===== src/rtl/rssa_pkg.sv =====
// Package: shared types, constants and codes for the ramp-and-soak aligner.
package rssa_pkg;
  localparam int MAX_SEGMENTS_DEF = 16;
  localparam int BAND = 40;

  typedef enum logic [1:0] {
    OP_CLEAR  = 2'd0,
    OP_APPEND = 2'd1,
    OP_ALIGN  = 2'd2,
    OP_NONE   = 2'd3
  } op_t;

  typedef enum logic [2:0] {
    ST_IDLE,
    ST_FETCH,
    ST_EVAL,
    ST_DIV,
    ST_NEXT,
    ST_DONE
  } state_t;

  typedef struct packed {
    logic        start;
    logic [26:0] dividend;
    logic [15:0] divisor;
  } div_req_t;

  typedef struct packed {
    logic        busy;
    logic        done;
    logic [26:0] quotient;
  } div_rsp_t;
endpackage


===== src/rtl/rssa_if.sv =====
// Interfaces: valid/ready channels for input and result beats.
interface rssa_in_if;
  logic        valid;
  logic        ready;
  logic [1:0]  operation;
  logic signed [15:0] segment_target;
  logic [15:0] segment_rate;
  logic [15:0] segment_soak;
  logic signed [15:0] measured_temp;
  logic signed [15:0] start_temp;
  modport source(output valid, operation, segment_target, segment_rate, segment_soak,
                 measured_temp, start_temp, input ready);
  modport sink(input valid, operation, segment_target, segment_rate, segment_soak,
               measured_temp, start_temp, output ready);
endinterface

interface rssa_out_if;
  logic        valid;
  logic        ready;
  logic        aligned_ok;
  logic [4:0]  segment_position;
  logic signed [15:0] aligned_setpoint;
  logic [31:0] elapsed_minutes;
  logic        start_mode;
  modport source(output valid, aligned_ok, segment_position, aligned_setpoint,
                 elapsed_minutes, start_mode, input ready);
  modport sink(input valid, aligned_ok, segment_position, aligned_setpoint,
               elapsed_minutes, start_mode, output ready);
endinterface


===== src/rtl/rssa_div.sv =====
// Radix-2 restoring divider, one quotient bit per cycle.
module rssa_div (
  input  logic                clk,
  input  logic                rst_n,
  input  rssa_pkg::div_req_t  req,
  output rssa_pkg::div_rsp_t  rsp
);
  import rssa_pkg::*;
  localparam int W = 27;

  logic [W-1:0] quo_r, quo_nxt;
  logic [15:0]  rem_r, rem_nxt;
  logic [15:0]  dvs_r, dvs_nxt;
  logic [4:0]   cnt_r, cnt_nxt;
  logic         busy_r, busy_nxt;
  logic         done_r, done_nxt;
  logic [16:0]  trial;

  always_comb begin
    quo_nxt  = quo_r;
    rem_nxt  = rem_r;
    dvs_nxt  = dvs_r;
    cnt_nxt  = cnt_r;
    busy_nxt = busy_r;
    done_nxt = 1'b0;
    trial    = {rem_r, quo_r[W-1]};
    if (req.start) begin
      quo_nxt  = req.dividend;
      rem_nxt  = '0;
      dvs_nxt  = req.divisor;
      cnt_nxt  = 5'(W);
      busy_nxt = 1'b1;
    end else if (busy_r) begin
      // shift in one dividend bit, subtract when it fits
      if (trial >= {1'b0, dvs_r}) begin
        rem_nxt = 16'(trial - {1'b0, dvs_r});
        quo_nxt = {quo_r[W-2:0], 1'b1};
      end else begin
        rem_nxt = trial[15:0];
        quo_nxt = {quo_r[W-2:0], 1'b0};
      end
      cnt_nxt = cnt_r - 5'd1;
      if (cnt_r == 5'd1) begin
        busy_nxt = 1'b0;
        done_nxt = 1'b1;
      end
    end
  end

  always_ff @(posedge clk) begin
    if (!rst_n) begin
      busy_r <= 1'b0;
      done_r <= 1'b0;
      cnt_r  <= '0;
    end else begin
      busy_r <= busy_nxt;
      done_r <= done_nxt;
      cnt_r  <= cnt_nxt;
    end
    quo_r <= quo_nxt;
    rem_r <= rem_nxt;
    dvs_r <= dvs_nxt;
  end

  assign rsp.busy     = busy_r;
  assign rsp.done     = done_r;
  assign rsp.quotient = quo_r;
endmodule


===== src/rtl/ramp_soak_schedule_aligner.sv =====
// Top level: ramp-and-soak schedule store and segment walker.
// Clear and append beats complete in ST_IDLE. An align beat walks the stored
// segments one at a time; each segment passes through a table read state
// (ST_FETCH), an evaluation state (ST_EVAL) and, when its rate is nonzero
// and the leg is not flat, a wait in the bit-serial divider for a 27-bit
// quotient (ST_DIV), then an accumulate state (ST_NEXT). The result is valid
// in the cycle after the last segment visited. It sits in an output register
// until taken; input is not ready during an align or while a result waits.
module ramp_soak_schedule_aligner #(
  parameter int MAX_SEGMENTS = rssa_pkg::MAX_SEGMENTS_DEF
) (
  input logic clk,
  input logic rst_n,
  rssa_in_if.sink    in_ch,
  rssa_out_if.source out_ch
);
  import rssa_pkg::*;
  localparam int IW = (MAX_SEGMENTS > 1) ? $clog2(MAX_SEGMENTS) : 1;
  localparam int CW = $clog2(MAX_SEGMENTS + 1);

  logic [15:0] tgt_mem [MAX_SEGMENTS];
  logic [15:0] rate_mem [MAX_SEGMENTS];
  logic [15:0] soak_mem [MAX_SEGMENTS];

  state_t state_r, state_nxt;
  logic [CW-1:0] count_r, count_nxt;
  logic [CW-1:0] idx_r, idx_nxt;
  logic signed [17:0] from_r, from_nxt;
  logic signed [17:0] meas_r, meas_nxt;
  logic [32:0] accum_r, accum_nxt;
  logic past_r, past_nxt;
  logic cool_r, cool_nxt;
  logic ramp_r, ramp_nxt;
  logic signed [17:0] sp_r, sp_nxt;
  logic [15:0] rd_tgt_r, rd_rate_r, rd_soak_r;
  logic ov_r, ov_nxt;
  logic ov_ok_r, ov_ok_nxt;
  logic [4:0] ov_pos_r, ov_pos_nxt;
  logic [15:0] ov_sp_r, ov_sp_nxt;
  logic [31:0] ov_el_r, ov_el_nxt;
  logic ov_mode_r, ov_mode_nxt;

  div_req_t dreq;
  div_rsp_t drsp;

  rssa_div u_div (.clk(clk), .rst_n(rst_n), .req(dreq), .rsp(drsp));

  logic in_fire, wr_en;
  logic signed [17:0] to_s, d_s, p_s;
  logic [16:0] mag;
  logic heat, cool;
  logic [32:0] sum1, sum2;

  assign in_ch.ready = (state_r == ST_IDLE) && !ov_r;
  assign in_fire = in_ch.valid && in_ch.ready;
  assign wr_en = in_fire && (op_t'(in_ch.operation) == OP_APPEND) &&
                 (count_r < CW'(MAX_SEGMENTS));

  always_ff @(posedge clk) begin
    if (wr_en) begin
      tgt_mem[count_r[IW-1:0]]  <= in_ch.segment_target;
      rate_mem[count_r[IW-1:0]] <= in_ch.segment_rate;
      soak_mem[count_r[IW-1:0]] <= in_ch.segment_soak;
    end
    rd_tgt_r  <= tgt_mem[idx_r[IW-1:0]];
    rd_rate_r <= rate_mem[idx_r[IW-1:0]];
    rd_soak_r <= soak_mem[idx_r[IW-1:0]];
  end

  always_comb begin
    to_s = 18'(signed'(rd_tgt_r));
    d_s  = to_s - from_r;
    heat = (d_s >= 18'sd1);
    cool = (d_s <= -18'sd1);
    mag  = d_s[17] ? 17'(-d_s) : 17'(d_s);
    p_s  = heat ? (meas_r - from_r) : (from_r - meas_r);
    if (p_s < 0) p_s = '0;
    if (p_s > signed'({1'b0, mag})) p_s = signed'({1'b0, mag});
    sum1 = accum_r + 33'(drsp.quotient);
    if (sum1 > 33'hFFFFFFFF) sum1 = 33'hFFFFFFFF;
    sum2 = (past_r ? sum1 : accum_r) + 33'({rd_soak_r, 4'b0});
    if (sum2 > 33'hFFFFFFFF) sum2 = 33'hFFFFFFFF;
  end

  always_comb begin
    state_nxt = state_r;
    count_nxt = count_r;
    idx_nxt = idx_r;
    from_nxt = from_r;
    meas_nxt = meas_r;
    accum_nxt = accum_r;
    past_nxt = past_r;
    cool_nxt = cool_r;
    ramp_nxt = ramp_r;
    sp_nxt = sp_r;
    ov_nxt = ov_r;
    ov_ok_nxt = ov_ok_r;
    ov_pos_nxt = ov_pos_r;
    ov_sp_nxt = ov_sp_r;
    ov_el_nxt = ov_el_r;
    ov_mode_nxt = ov_mode_r;
    dreq = '0;
    if (ov_r && out_ch.ready) ov_nxt = 1'b0;
    case (state_r)
      ST_IDLE: begin
        if (in_fire) begin
          case (op_t'(in_ch.operation))
            OP_CLEAR: count_nxt = '0;
            OP_APPEND: if (wr_en) count_nxt = count_r + CW'(1);
            OP_ALIGN: begin
              if (count_r == '0) begin
                ov_nxt = 1'b1; ov_ok_nxt = 1'b0; ov_pos_nxt = '0;
                ov_sp_nxt = '0; ov_el_nxt = '0; ov_mode_nxt = 1'b0;
              end else begin
                idx_nxt = '0;
                from_nxt = 18'(in_ch.start_temp);
                meas_nxt = 18'(in_ch.measured_temp);
                accum_nxt = '0;
                state_nxt = ST_FETCH;
              end
            end
            default: ;
          endcase
        end
      end
      ST_FETCH: state_nxt = ST_EVAL;
      ST_EVAL: begin
        cool_nxt = cool;
        ramp_nxt = (heat || cool) && (rd_rate_r != 16'd0);
        if (heat) past_nxt = meas_r > to_s + 18'sd40;
        else if (cool) past_nxt = meas_r < to_s - 18'sd40;
        else past_nxt = (meas_r - to_s > 18'sd40) || (to_s - meas_r > 18'sd40);
        sp_nxt = from_r;
        if (ramp_nxt && !past_nxt) sp_nxt = heat ? from_r + p_s : from_r - p_s;
        if (ramp_nxt) begin
          dreq.start = 1'b1;
          // divide (distance * 960) by rate; past uses full leg
          dreq.dividend = 27'((past_nxt ? {1'b0, mag} : 17'(p_s)) * 27'd960);
          dreq.divisor = rd_rate_r;
          state_nxt = ST_DIV;
        end else state_nxt = ST_NEXT;
      end
      ST_DIV: if (drsp.done) state_nxt = ST_NEXT;
      ST_NEXT: begin
        if (past_r) begin
          accum_nxt = ramp_r ? sum2 : (accum_r + 33'({rd_soak_r, 4'b0}) > 33'hFFFFFFFF ?
                      33'hFFFFFFFF : accum_r + 33'({rd_soak_r, 4'b0}));
          from_nxt = to_s;
          idx_nxt = idx_r + CW'(1);
          if (idx_r + CW'(1) >= count_r) begin
            ov_nxt = 1'b1; ov_ok_nxt = 1'b1; ov_pos_nxt = 5'(count_r);
            ov_sp_nxt = rd_tgt_r; ov_el_nxt = accum_nxt[31:0]; ov_mode_nxt = 1'b0;
            state_nxt = ST_IDLE;
          end else state_nxt = ST_FETCH;
        end else begin
          ov_nxt = 1'b1; ov_ok_nxt = 1'b1; ov_pos_nxt = 5'(idx_r);
          ov_sp_nxt = sp_r[15:0];
          ov_el_nxt = ramp_r ? sum1[31:0] : accum_r[31:0];
          ov_mode_nxt = cool_r;
          state_nxt = ST_IDLE;
        end
      end
      default: state_nxt = ST_IDLE;
    endcase
  end

  always_ff @(posedge clk) begin
    if (!rst_n) begin
      state_r <= ST_IDLE;
      count_r <= '0;
      ov_r <= 1'b0;
    end else begin
      state_r <= state_nxt;
      count_r <= count_nxt;
      ov_r <= ov_nxt;
    end
    idx_r <= idx_nxt;
    from_r <= from_nxt;
    meas_r <= meas_nxt;
    accum_r <= accum_nxt;
    past_r <= past_nxt;
    cool_r <= cool_nxt;
    ramp_r <= ramp_nxt;
    sp_r <= sp_nxt;
    ov_ok_r <= ov_ok_nxt;
    ov_pos_r <= ov_pos_nxt;
    ov_sp_r <= ov_sp_nxt;
    ov_el_r <= ov_el_nxt;
    ov_mode_r <= ov_mode_nxt;
  end

  assign out_ch.valid = ov_r;
  assign out_ch.aligned_ok = ov_ok_r;
  assign out_ch.segment_position = ov_pos_r;
  assign out_ch.aligned_setpoint = ov_sp_r;
  assign out_ch.elapsed_minutes = ov_el_r;
  assign out_ch.start_mode = ov_mode_r;
endmodule


===== src/flat_wrapper.sv =====
// flat-port wrapper written by rule: the top's interface ports become plain ports
module ramp_soak_schedule_aligner_flat import rssa_pkg::*;
#(
  parameter int MAX_SEGMENTS = rssa_pkg::MAX_SEGMENTS_DEF
)
  (clk, rst_n, in_ch_valid, in_ch_operation, in_ch_segment_target, in_ch_segment_rate, in_ch_segment_soak, in_ch_measured_temp, in_ch_start_temp, in_ch_ready, out_ch_valid, out_ch_aligned_ok, out_ch_segment_position, out_ch_aligned_setpoint, out_ch_elapsed_minutes, out_ch_start_mode, out_ch_ready);
  rssa_in_if in_ch_i ();
  rssa_out_if out_ch_i ();
  input logic clk;
  input logic rst_n;
  input wire logic [$bits(in_ch_i.valid)-1:0] in_ch_valid;
  input wire logic [$bits(in_ch_i.operation)-1:0] in_ch_operation;
  input wire logic [$bits(in_ch_i.segment_target)-1:0] in_ch_segment_target;
  input wire logic [$bits(in_ch_i.segment_rate)-1:0] in_ch_segment_rate;
  input wire logic [$bits(in_ch_i.segment_soak)-1:0] in_ch_segment_soak;
  input wire logic [$bits(in_ch_i.measured_temp)-1:0] in_ch_measured_temp;
  input wire logic [$bits(in_ch_i.start_temp)-1:0] in_ch_start_temp;
  output wire logic [$bits(in_ch_i.ready)-1:0] in_ch_ready;
  output wire logic [$bits(out_ch_i.valid)-1:0] out_ch_valid;
  output wire logic [$bits(out_ch_i.aligned_ok)-1:0] out_ch_aligned_ok;
  output wire logic [$bits(out_ch_i.segment_position)-1:0] out_ch_segment_position;
  output wire logic [$bits(out_ch_i.aligned_setpoint)-1:0] out_ch_aligned_setpoint;
  output wire logic [$bits(out_ch_i.elapsed_minutes)-1:0] out_ch_elapsed_minutes;
  output wire logic [$bits(out_ch_i.start_mode)-1:0] out_ch_start_mode;
  input wire logic [$bits(out_ch_i.ready)-1:0] out_ch_ready;
  assign in_ch_i.valid = in_ch_valid;
  assign in_ch_i.operation = in_ch_operation;
  assign in_ch_i.segment_target = in_ch_segment_target;
  assign in_ch_i.segment_rate = in_ch_segment_rate;
  assign in_ch_i.segment_soak = in_ch_segment_soak;
  assign in_ch_i.measured_temp = in_ch_measured_temp;
  assign in_ch_i.start_temp = in_ch_start_temp;
  assign in_ch_ready = in_ch_i.ready;
  assign out_ch_valid = out_ch_i.valid;
  assign out_ch_aligned_ok = out_ch_i.aligned_ok;
  assign out_ch_segment_position = out_ch_i.segment_position;
  assign out_ch_aligned_setpoint = out_ch_i.aligned_setpoint;
  assign out_ch_elapsed_minutes = out_ch_i.elapsed_minutes;
  assign out_ch_start_mode = out_ch_i.start_mode;
  assign out_ch_i.ready = out_ch_ready;
  ramp_soak_schedule_aligner #(.MAX_SEGMENTS(MAX_SEGMENTS)) u_core (.clk(clk), .rst_n(rst_n), .in_ch(in_ch_i), .out_ch(out_ch_i));
endmodule

===== config.mk =====
export PLATFORM = sky130hd
export DESIGN_NAME = ramp_soak_schedule_aligner_flat
export DESIGN_NICKNAME = d
export VERILOG_FILES = /design/src/rtl/rssa_pkg.sv /design/src/rtl/rssa_if.sv /design/src/rtl/rssa_div.sv /design/src/rtl/ramp_soak_schedule_aligner.sv /design/src/flat_wrapper.sv
export SDC_FILE = /design/constraint.sdc
export NUM_CORES = 2
export LEC_CHECK = 0
export ABC_AREA = 1
export BUFFER_PORTS_ARGS = -buffer_cell sky130_fd_sc_hd__buf_2
export CORE_UTILIZATION = 63
export CTS_BUF_LIST = sky130_fd_sc_hd__clkbuf_4 sky130_fd_sc_hd__clkbuf_8
export CTS_CLUSTER_SIZE = 28
export DETAILED_ROUTE_END_ITERATION = 16
export PLACE_DENSITY_LB_ADDON = 0.12
export RECOVER_POWER = 100
export SETUP_SLACK_MARGIN = 0.2
export SLEW_MARGIN = 25
export SYNTH_ARGS = -nofsm -noshare
export SYNTH_HDL_FRONTEND = slang
export SYNTH_SLANG_ARGS = --single-unit
export TNS_END_PERCENT = 30

===== constraint.sdc =====
create_clock -name clk -period 10.76 [get_ports clk]
set_clock_uncertainty 0.2 [all_clocks]
set_input_delay 0.538 -clock clk [delete_from_list [all_inputs] [get_ports clk]]
set_output_delay 0.538 -clock clk [all_outputs]
set_load 0.02 [all_outputs]

# Word-level counts from Yosys, hierarchy flattened
# Memories as Yosys holds them, arrays and structs flattened. A register that Yosys moved wholly into a read port is not among the register bits.
# Cells that the tools add are included.
dict set report op_classes {
  add_sub_neg 17
  order_cmp 14
  n_reduce_logical 26
  div_mod_pow 0
  shift 0
  bitwise 3
  mul 1
  eq_ne 15
  mux 89
}
# cell n
set ops {}
lappend ops {{$mux W33} 9}
lappend ops {{$mux W32} 6}
lappend ops {{$mux W16} 8}
lappend ops {{$mux W18} 6}
lappend ops {{$gt A33 B32 Y1 const B} 3}
lappend ops {{$mux W44} 2}
lappend ops {{$add A33 B20 Y33} 2}
lappend ops {{$pmux W33 S2} 1}
lappend ops {{$pmux W32 S2} 1}
lappend ops {{$mux W5} 12}
lappend ops {{$mux W27} 2}
lappend ops {{$mux W17} 3}
lappend ops {{$gt A18 B7 Y1 const B} 2}
lappend ops {{$pmux W18 S2} 1}
lappend ops {{$sub A16 B18 Y18} 2}
lappend ops {{$sub A16 B16 Y17} 2}
lappend ops {{$add A33 B27 Y33} 1}
lappend ops {{$pmux W16 S2} 1}
lappend ops {{$sub A16 B16 Y16} 2}
lappend ops {{$pmux W5 S2} 3}
lappend ops {{$mul A27 B4 Y21 const B} 1}
lappend ops {{$mux W1} 25}
lappend ops {{$ge A18 B2 Y1 const B} 1}
lappend ops {{$gt A18 B18 Y1} 1}
lappend ops {{other kinds (40)} 68}
dict set report totals {
  rom_bits 0
  ramBits 768
  memories 3
  register_bits 221
  word_cells 191
  latchBits 0
  inputBits 86
}
# memory depth width rd rd_clocked_by_memory_dff wr line
set mem_list {}
lappend mem_list {u_core.rate_mem 16 16 1 1 1 ramp_soak_schedule_aligner.sv:22} ;# logic [15:0] rate_mem [MAX_SEGMENTS];
lappend mem_list {u_core.soak_mem 16 16 1 1 1 ramp_soak_schedule_aligner.sv:23} ;# logic [15:0] soak_mem [MAX_SEGMENTS];
lappend mem_list {u_core.tgt_mem 16 16 1 1 1 ramp_soak_schedule_aligner.sv:21} ;# logic [15:0] tgt_mem [MAX_SEGMENTS];

# Depth between registers and ports, before layout
dict set report logic_depth {
  ltp_word 12
  mapped_depth 62
}

# Hierarchy
# A second synthesis with hierarchy kept.
dict set report unflattened {
  cells_unflattened 5516
  area_unflattened_um2 55425.7
}
# mod area_per_inst_um2 n_inst cells_per_inst seq_area_each_um2
set modules_own_cells {}
lappend modules_own_cells {ramp_soak_schedule_aligner 51513.2 1 5020 28527.4}
lappend modules_own_cells {rssa_div 3912.5 1 496 1751.7}

# Worst setup path after synthesis
# OpenSTA, ideal clock, no wires.
dict set report synth_path {
  path_type {reg-to-reg}
  start {reg u_core.from_r[0]}
  end {reg u_core.u_div.quo_r[26], data pin}
  path_buffers 2
  setup_ns 0.268
  stages_incl_launch_ff 54
  slack_ns 2.559
  period_less_slack_ns 8.201
  arrival_ns 7.733
  path_cell_list {edfxtp_1 > ha_1 > fa_1 > inv_1 > nand3_1 > nand2_1 > nand2_1 > nand2_1 > nand2_1 > nand2_2 > inv_2 > nor2_4 > nand3_2 > nor2_4 > nand4_4 > nand3_2 > nand2_8 > buf_12 > [... 18 more ...] > fa_1 > inv_1 > fa_1 > o31ai_1 > a21oi_1 > o21bai_1 > nand3_1 > o21ai_0 > nand2_1 > o21bai_1 > nand2_1 > nand2_1 > a21oi_1 > nor2_1 > nor2_1 > o21bai_1 > xnor2_1 > mux2i_1}
}
dict set report synth_between {
  elab_chain_cells 12
  word_cells_on_any_way 22
  cone_classes {4 x add/sub; 1 x mul; 4 x order compare; 11 x mux; 2 x reduce/logical}
}
# element line
set synth_rtl {}
lappend synth_rtl {{from (decl)} ramp_soak_schedule_aligner.sv:28} ;# logic signed [17:0] from_r, from_nxt;
lappend synth_rtl {{from (signal assigned)} ramp_soak_schedule_aligner.sv:178} ;# from_r <= from_nxt;
lappend synth_rtl {{$sub A16 B18 Y18} ramp_soak_schedule_aligner.sv:72} ;# d_s = to_s - from_r;
lappend synth_rtl {{$ge A18 B2 Y1} ramp_soak_schedule_aligner.sv:73} ;# heat = (d_s >= 18'sd1);
lappend synth_rtl {{$mux W18} ramp_soak_schedule_aligner.sv:76} ;# p_s = heat ? (meas_r - from_r) : (from_r - meas_r);
lappend synth_rtl {{$lt A18 B1 Y1} ramp_soak_schedule_aligner.sv:77} ;# if (p_s < 0) p_s = '0;
lappend synth_rtl {{$mux W18} ramp_soak_schedule_aligner.sv:77}
lappend synth_rtl {{$gt A18 B18 Y1} ramp_soak_schedule_aligner.sv:78} ;# if (p_s > signed'({1'b0, mag})) p_s = signed'({1'b0, mag});
lappend synth_rtl {{$mux W17} ramp_soak_schedule_aligner.sv:78}
lappend synth_rtl {{$mux W17} ramp_soak_schedule_aligner.sv:138} ;# dreq.dividend = 27'((past_nxt ? {1'b0, mag} : 17'(p_s)) * 27'd960);
lappend synth_rtl {{$mul A27 B4 Y21} ramp_soak_schedule_aligner.sv:138}
lappend synth_rtl {{$mux W44 (*)} ramp_soak_schedule_aligner.sv:135} ;# if (ramp_nxt) begin
lappend synth_rtl {{$mux W44 (*)} ramp_soak_schedule_aligner.sv:104} ;# case (state_r)
lappend synth_rtl {{$mux W27 (*)} rssa_div.sv:27} ;# if (req.start) begin
lappend synth_rtl {{net u_core.u_div.quo_nxt[26]} rssa_div.sv:11} ;# logic [W-1:0] quo_r, quo_nxt;
lappend synth_rtl {{to (signal assigned)} rssa_div.sv:60} ;# quo_r <= quo_nxt;
lappend synth_rtl {{to (decl)} rssa_div.sv:11}
# The timed path passes the listed nets; every way through them passes the cells marked *. The select of a mux whose other input is x is not followed.
# A chain may end at the register's enable or synchronous reset.

# Final worst setup path
dict set report layout_path {
  start {reg u_core.from_r[5]}
  end {reg u_core.u_div.quo_r[26], data pin}
}
# The elaborated chain is that of the path after synthesis.

==> impl_metrics.csv <==
group,metric,value,unit
cells_and_area,fin_util,70.52,%
sta,slew_headroom,-209.7,%
sta,finalSetupViolCount,0,
synthesis,synth.avg_cell_area,10.09,µm²
worst_hold_path,worstHoldPathType,"in -> reg",
setup_path,crit_path_top_delay_cell,"fa_1",
setup_path,endpoint_kind,"register",
setup_path,worst_path_most_repeated_cell,"nand2_1",
route,routed_wl,152300,µm
route,wl_per_cell,21.61,µm
synthesis,synth.distinct_cells,68,
job,cap_viol_max_count,36,
place,dp_hpwl,96220,µm
die,start_util,63.91,%
global_route,grt_max_degree,193,
synthesis,synth_seq_cells,1035,
cts,cts_buffers,168,
cts,cts.sinks,1035,
cts,clk_latency,0.85,ns
global_route,use_met3,5.291,%
sta,finalCritPeriodShare,90.90,%
synthesis,ys_top_cells_by_area,"edfxtp_1 (51%), ha_1 (5.8%), nand2_1 (5.7%)",
synthesis,ys.flop_type,"edfxtp_1",
cells_and_area,final-seq-area,0.03028,mm²
synthesis,synth_top_area_share,51.40,%
cells_and_area,final_layout_size_suffix_gt1_share,7.876,%
sta,rsz0062_at_grt,"false",
route,drcViolationCount,0,
setup_path,max_stage_delay,0.54,ns
global_route,met1_usage,46.49,%
status,violations,"capacitance limit, slew limit",
global_route,grt_pass1_wl,230900,µm
sta,hold_viol,0,
synthesis,synth_edf_count,955,
die,core_area,0.08729,mm²
synthesis,synth_async_sr_flop_share,0,%
synthesis,seq_area_frac_synth,54.27,%
place,port_buffers,142,
synthesis,syn_nets,5906,
route,viasPerCell,5.934,
place,place_congestion,1.043,
route,drt_pre_antenna_iters,6,
cts,clock-root-buffer,"clkbuf_8",
die,io_pins,143,
route,drtIter0Drc,4286,
synthesis,ys_warn_count,0,
synthesis,synth_top_area_cell,"edfxtp_1",
sta,tightest_slew,4.646,ns
setup_path,arrival,10.06,ns
global_route,grt_pass1_vias,39896,
cts,htree_levels,4,
die,dieArea,0.08975,mm²
place,dpl_worst_slack,1.005,ns
status,status,"finished with violations",
cells_and_area,stdcell_count,7050,
die,die_w,299.6,µm
place,dp_cells,6646,
global_route,grtUsageTotal,33.89,%
global_route,grt_use_met2,54.37,%
setup_path,critical_path_class,"reg -> reg",
die,die_h,299.6,µm
sta,final-max-slew-violation-count,1698,
cts,clock_tree.buffer_depth,3,
sta,finalCriticalPeriod,9.781,ns
die,rows,108,
cells_and_area,fill_cells,6600,
setup_path,critPathMaxFanout,17,
route,via_count,41836,
sta,finalSetupTns,0,ns
cts,clk_pin_slew,0.06,ns
cts,cts_tree,"built",
synthesis,syn_area,0.05579,mm²
global_route,grt-ovfl-total,0,
setup_path,required,11.04,ns
synthesis,synthCells,5528,
setup_path,cp-start-kind,"register",
global_route,top_usage_layer,"met2",
cells_and_area,multi_input_area,0.02195,mm²
global_route,grt_antenna_before_repair,6,
cells_and_area,final_nets,6127,
sta,fmax,102.2,MHz
cells_and_area,area_growth,10.33,%
sta,setup_ws,0.9788,ns
route,drtAntennaViolNets,0,
## what timing repair did
action                                  in CTS  in global routing
hold buffers                                85                  0
endpoints found under the setup margin       0                  1
endpoints found under the hold margin      809                  0
buffers inserted                             0                  2
resized for setup                            0                  2
## metrics by stage
stage	instance area (µm²)	hold WS, ns
floorplan	55790	0.2190
global placement	57570	0.2306
detailed placement	57570	0.2441
CTS	61950	0.001952
global route	61560	0.08430
finish	61560	0.07001
## sequential cells by signal, indices dropped and copies added (netlist names), 16 cells and up
name,flops
u_core.meas_r,16
u_core.rd_tgt_r,16
u_core.soak_mem,256
u_core.rate_mem,256
u_core.sp_r,16
u_core.accum_r,33
u_core.from_r,16
u_core.out_ch.aligned_setpoint,16
u_core.u_div.quo_r,27
u_core.rd_rate_r,16
u_core.u_div.rem_r,16
u_core.rd_soak_r,16
u_core.out_ch.elapsed_minutes,32
u_core.tgt_mem,256
u_core.u_div.dvs_r,16
## final cells by class
type	instances	share of cell area (%)
diodes	4	0.01626
clock buffers	230	4.655
clock inverters	82	1.069
inverters	696	4.258
multi-input cells	3566	35.66
flip-flops and latches	1035	49.19
well taps	1155	2.348
repair buffers	282	2.799
## path summary, 6_finish.rpt
kind,from,to,slack (ns),cells past startpoint
max reg2reg,u_core.from_r[5],u_core.u_div.quo_r[26],0.98,50
max,u_core.from_r[5],u_core.u_div.quo_r[26],0.98,50
min reg2reg,u_core.u_div.rem_r[15],u_core.u_div.rem_r[15],0.26,2
min,in_ch_valid,u_core.count_r[0],0.07,5
## worst max-delay path, delay by kind of cell (launching register included)
kind	cells	cell delay [ns]
adder cells (fa/ha/maj)	5	2.20
AND/OR/NAND/NOR	24	2.85
multiplexers	1	0.09
AO/OA/AOI/OAI	13	2.56
XOR/XNOR	1	0.14
flip-flops	1	0.45
buffers and inverters	6	0.93
## synthesized netlist by cell type (60+ instances only)
cell type	number
dfxtp_1	80
xnor2_1	60
nor2_1	309
o21ai_0	406
ha_1	260
o211ai_1	203
nand3_1	198
nand2_1	846
mux2i_1	194
clkbuf_1	173
inv_1	675
xor2_1	135
a21oi_1	531
edfxtp_1	955
## layer usage
metal	share of wire, %	vias up
met4	3.8	0
met5	0	-
li1	-	19742
met2	46	1899
met1	42	19837
met3	8.1	358
## cell usage in the layout (no fill, tap or decap), types with 47 or more instances in the layout
master,synthesis,layout
edfxtp_1,955,955
nand2_1,846,848
inv_1,675,673
a21oi_1,531,535
o21ai_0,406,410
nor2_1,309,302
ha_1,260,260
o211ai_1,203,203
nand3_1,198,202
mux2i_1,194,194
clkbuf_8,0,182
clkbuf_1,173,145
xor2_1,135,135
dlygate4sd3_1,0,85
dfxtp_1,80,80
xnor2_1,60,60
clkbuf_4,0,48
clkinv_1,2,47
## logic make-up after synthesis
group	count (synthesis)	synth area share [%]
and+or+nand+nor	1558	12.16
other	1	0.006722
adders and majority gates	292	6.979
DFF	1035	54.27
xor gates and xnor gates	195	3.061
muxes	194	3.481
AOI/OAI and AO/OA	1325	13.63
buffers and inverters	928	6.407
Power is left out: the tool's default activity adds up to more than one toggle a clock period on the data nets, which glitch-free logic cannot reach.
